===== src/sv/rvm_pkg.sv =====
// shared types, constants and fixed-point helpers for the rotation vector to matrix block
// no dependencies
`default_nettype none

package rvm_pkg;

	// pipeline depth from input word to result word
	localparam int LATENCY    = 72;
	localparam int ROOT_STEPS = 32;
	localparam int QUO_BITS   = 31;
	localparam int N_TERMS    = 10;
	localparam int ROT_DLY    = 32;
	localparam int AXIS_DLY   = 3;
	localparam int ZERO_DLY   = 34;

	// angle constants in Q30
	localparam logic [33:0] PI_Q30      = 34'd3373259426;
	localparam logic [33:0] HALF_PI_Q30 = 34'd1686629713;
	localparam logic [33:0] TWO_PI_Q30  = 34'd6746518852;
	localparam logic [33:0] FOUR_PI_Q30 = 34'd13493037704;
	localparam logic [31:0] ONE_Q30     = 32'd1073741824;
	localparam logic [33:0] TWO_POW33   = 34'h2_0000_0000;

	// series divisors n*(n+1)
	localparam logic [8:0] SIN_DIV [N_TERMS] = '{9'd6, 9'd20, 9'd42, 9'd72, 9'd110,
		9'd156, 9'd210, 9'd272, 9'd342, 9'd420};
	localparam logic [8:0] COS_DIV [N_TERMS] = '{9'd2, 9'd12, 9'd30, 9'd56, 9'd90,
		9'd132, 9'd182, 9'd240, 9'd306, 9'd380};

	typedef struct packed {
		logic signed [31:0] rot_x;
		logic signed [31:0] rot_y;
		logic signed [31:0] rot_z;
	} rot_t;

	typedef struct packed {
		logic signed [31:0] m00;
		logic signed [31:0] m01;
		logic signed [31:0] m02;
		logic signed [31:0] m10;
		logic signed [31:0] m11;
		logic signed [31:0] m12;
		logic signed [31:0] m20;
		logic signed [31:0] m21;
		logic signed [31:0] m22;
	} mat_t;

	// product scaled down by 2^30, truncated toward zero
	function automatic logic signed [33:0] mul30(input logic signed [67:0] p);
		logic signed [67:0] adj;
		adj = p[67] ? p + 68'sd1073741823 : p;
		mul30 = $signed(adj[63:30]);
	endfunction

	// clamp to [-1.0, 1.0] in Q2.30
	function automatic logic signed [31:0] sat_q30(input logic signed [34:0] v);
		logic signed [31:0] r;
		if (v > 35'sd1073741824) begin
			r = 32'sh4000_0000;
		end else if (v < -35'sd1073741824) begin
			r = 32'shC000_0000;
		end else begin
			r = v[31:0];
		end
		sat_q30 = r;
	endfunction

endpackage

`default_nettype wire


===== src/sv/rvm_div.sv =====
// one axis lane: pipelined restoring divide of a component by the angle, Q2.30 result
// depends on rvm_pkg
`default_nettype none

module rvm_div (
	input  logic               clk,
	input  logic signed [31:0] num,
	input  logic        [31:0] den,
	output logic signed [31:0] quo
);
	import rvm_pkg::*;

	logic [31:0] mag;
	logic [31:0] rem_q [QUO_BITS];
	logic [30:0] q_q   [QUO_BITS];
	logic [31:0] den_q [QUO_BITS];
	logic        neg_q [QUO_BITS];
	logic [31:0] quo_q;
	logic [31:0] qmag;

	// magnitude of the component, the sign is applied at the end
	assign mag = num[31] ? (~num + 32'd1) : num;

	genvar k;
	for (k = 0; k < QUO_BITS; k++) begin : g_step
		logic [31:0] rem_in;
		logic [30:0] q_in;
		logic [31:0] den_in;
		logic        neg_in;
		logic        nbit;
		logic [32:0] rem_sh;
		logic [32:0] den_x;
		logic        ge;

		if (k == 0) begin : g_first
			assign rem_in = {1'b0, mag[31:1]};
			assign nbit   = mag[0];
			assign q_in   = '0;
			assign den_in = den;
			assign neg_in = num[31];
		end else begin : g_next
			assign rem_in = rem_q[k-1];
			assign nbit   = 1'b0;
			assign q_in   = q_q[k-1];
			assign den_in = den_q[k-1];
			assign neg_in = neg_q[k-1];
		end

		// shift in the next dividend bit and subtract where it fits
		assign rem_sh = {rem_in, nbit};
		assign den_x  = {1'b0, den_in};
		assign ge     = rem_sh >= den_x;

		always_ff @(posedge clk) begin
			rem_q[k] <= ge ? 32'(rem_sh - den_x) : rem_sh[31:0];
			q_q[k]   <= {q_in[29:0], ge};
			den_q[k] <= den_in;
			neg_q[k] <= neg_in;
		end
	end

	// restore the sign
	assign qmag = {1'b0, q_q[QUO_BITS-1]};

	always_ff @(posedge clk) begin
		quo_q <= neg_q[QUO_BITS-1] ? (~qmag + 32'd1) : qmag;
	end

	assign quo = quo_q;

endmodule

`default_nettype wire


===== config.mk =====
export PLATFORM = sky130hd
export DESIGN_NAME = rvm_div
export DESIGN_NICKNAME = d
export VERILOG_FILES = /design/src/sv/rvm_pkg.sv /design/src/sv/rvm_div.sv
export SDC_FILE = /design/constraint.sdc
export NUM_CORES = 2
export LEC_CHECK = 0
export BUFFER_PORTS_ARGS = -buffer_cell sky130_fd_sc_hd__buf_2
export CAP_MARGIN = 20
export CORE_MARGIN = 5
export CORE_UTILIZATION = 68
export CTS_BUF_LIST = sky130_fd_sc_hd__clkbuf_8 sky130_fd_sc_hd__clkbuf_16
export DETAILED_ROUTE_END_ITERATION = 8
export PLACE_DENSITY = 0.85
export SYNTH_ARGS = -nofsm -noshare
export SYNTH_HDL_FRONTEND = slang
export SYNTH_SLANG_ARGS = --single-unit

===== constraint.sdc =====
create_clock -name clk -period 9.3 [get_ports clk]
set_input_delay 1.86 -clock clk [delete_from_list [all_inputs] [get_ports clk]]
set_output_delay 1.86 -clock clk [all_outputs]
set_load 0.005 [all_outputs]

==> impl_metrics.ini <==
[routing]
routedWlPerCell_microns = 20.87
drtIter0Drc = 7141
vias_per_cell = 6.075
routed_wl_microns = 308900
first_pass_iters = 8
post-route-drc-count = 0
via_count = 89910
antenna_left = 0

[placement]
numPortBuffers = 96
placedInstanceArea_sq_mm = 0.1179
post-dp-hpwl_microns = 232300
place.gp.congestion = 0.9823

[worst_setup_path]
cp-start-kind = input port
r2r_end = rem_q[9][35]
required_ns = 9.99
worst_ep_arrival_time_ns = 6.62
worst-r2r-setup-slack_ns = 4.80
path_max_fanout = 7
startpoint = num[5]
ff2ff_path_depth = 13
cp-endpoint = rem_q[0][31]
r2r-start = den_q[1][65]
path_class = in -> reg
end_kind = flip-flop

[cts]
cts_max_path_buffers = 3
insertion_delay_ns = 0.89
numCtsBuffers = 237
h-tree-depth = 4
post_cts_buffers = 0
cts_sinks = 2479
cts_root_buf = clkbuf_16
path_clk_slew_ns = 0.06
hold_buffers = 0
cts-resized-gates = 0
tritoncts = done

[layout]
fillers = 11730
syn2layout_area_growth_pct = 9.472
seqCellArea_sq_mm = 0.04963
final_area_sq_mm = 0.1264
multiInputGateArea_sq_mm = 0.05992
drive_gt1_frac = 0.09036
fin_nets = 13450

[grt]
antenna_found_initial = 16
grt_pass1_vias = 89190
gr-usage-all-layers = 0.3346
grt-ovfl-total = 0
grt_max_degree = 64
grt_pass1_wl_microns = 482700

[synthesis]
synthArstFlopShare = 0
synth_most_common_cell = dfxtp_1
synth.largest_area_cell = dfxtp_1
yosysWarnings = 0
yosysUniqueCellTypes = 104
postSynth.topFlopCell = dfxtp_1
synth_edf_count = 0
syn_area_per_cell_sq_um = 9.395
syn_area_sq_mm = 0.1154
synth_commonest_cells = dfxtp_1 (2479), inv_1 (1288), ha_1 (993)
synth_seq_cells = 2479
yosys.area.top_type_share = 0.4300
synth_cells = 12290
ys_seq_area_frac = 0.4300
syn-num-nets = 13370
synth.top_cells.by_area = dfxtp_1 (43%), ha_1 (11%), mux2_2 (4.7%)

[flow_run]
drv_cap = 0

[die]
dieWidth_microns = 422.0
io_pins = 97
die_area_sq_mm = 0.1781
core-area_sq_mm = 0.1691
die_height_microns = 422.0
start_util = 0.6826
placementRows = 151

[sta]
slew_viol_final = 0
max_freq_mhz = 168.6
tns_ns = 0
skew_ns = 0.06602
tightest_slew_ns = 1.054
relSlewSlack = 0.2950
min_period_ns = 5.933
setup_viol = 0
rsz0062_at_grt = false
hold_viol = 0
finalCritPeriodShare = 0.6379

[min_path]
hold_class = reg -> reg
worstHoldPathCells = 0

[status]
outcome = complete, no violations

[power]
p_leak_nw = 59.09
vdd_drop_max_mv = 0.3081
powerDensity_mw_per_mm2 = 427.5
metal layers:
layer	routed length, microns	track usage	vias to the layer above	share of wire
met3	17460	0.05230	1050	0.057
met1	119400	0.3822	42500	0.39
met5	42	0	-	0.00014
met4	20320	0.1920	6	0.066
li1	-	-	42890	-
met2	151700	0.5949	3467	0.49
cells by family (layout without fill, tap and decap cells):
group,after synthesis,after routing,share of synthesized area
AOI/OAI and AO/OA,3231,3231,0.1792
adders and majority gates,1023,1023,0.1128
DFF,2479,2479,0.4300
buffers and inverters,1581,1867,0.05225
and+or+nand+nor,2572,2572,0.1076
muxes,562,562,0.05451
xor gates and xnor gates,838,838,0.06359
other,0,9,0
layout make-up:
class	count	share of cell area
diodes	9	0.0001782
flip-flops and latches	2479	0.3928
clock inverters	176	0.01601
clock buffers	271	0.05073
well taps	2218	0.02196
repair buffers	126	0.005684
inverters	1294	0.03844
multi-input cells	8226	0.4742
how the worst min path moves through the flow:
| stage | from | endpoint | slack (ns) |
|---|---|---|---|
| after floorplan | neg_q[0][9] | neg_q[0][10] | 0.31 |
| after global placement | q_q[1][374] | q_q[1][406] | 0.31 |
| after detailed placement | q_q[1][237] | q_q[1][269] | 0.31 |
| after CTS | q_q[1][102] | q_q[1][134] | 0.29 |
| after global routing | q_q[1][2] | q_q[1][34] | 0.30 |
| final | q_q[1][102] | q_q[1][134] | 0.30 |
worst max-delay path, cell delays in order:
cell and delay (ns):
buf_2 0.12, or4_4 0.55, or4_4 0.52, or3_4 0.38
o31a_1 0.26, xor2_1 0.17, ha_1 0.42, nand4_1 0.16
a2111oi_0 0.63, o21ai_0 0.36, o31ai_1 0.45, o21ai_0 0.24
o21ai_0 0.26, xnor2_1 0.15, a21oi_1 0.08
cell usage in the layout (no fill, tap or decap), drive strengths merged, types with 45 or more instances in the layout:
cell type  synthesis  final
dfxtp           2479   2479
inv             1294   1340
ha               993    993
a21oi            960    960
nand2            711    711
o21ai            700    700
nor2             669    669
a21o             544    544
xnor2            535    535
mux2             533    533
xor2             303    303
clkbuf           216    271
nand3            204    204
o21a             174    174
nor3             165    165
nor2b            153    153
nand4            144    144
buf               71    126
nand2b           116    116
o21bai           113    113
and3             102    102
a31oi             98     98
a211oi            79     79
o31ai             78     78
clkinv             0     72
and2              64     64
or3               58     58
o211ai            57     57
o31a              45     45
sequential cells by signal (all words and copies together) (netlist names):
| signal | flops |
|---|---|
| rem_q | 960 |
| quo | 32 |
| q_q | 496 |
| neg_q | 31 |
| den_q | 960 |
per-stage QoR:
step,hold slack (ns),util,setup slack (ns),total power [mW],cells
detailed placement,0.3121,0.6971,2.576,42.91,14340
global route,0.2988,0.7472,3.108,57.30,14800
finish,0.2991,0.7473,3.367,54.02,14800
CTS,0.2948,0.7470,3.460,53.58,14790
global placement,0.3095,0.6971,2.494,42.14,14340
floorplan,0.3096,-,3.078,36.15,12290
where the power goes:
part	switching [mW]	internal (mW)	total [mW]
registers	2.35	14.4	16.8
logic	15.3	11.9	27.1
clock network	4.32	5.82	10.1
Note: power is estimated with default switching activity, not from simulation.
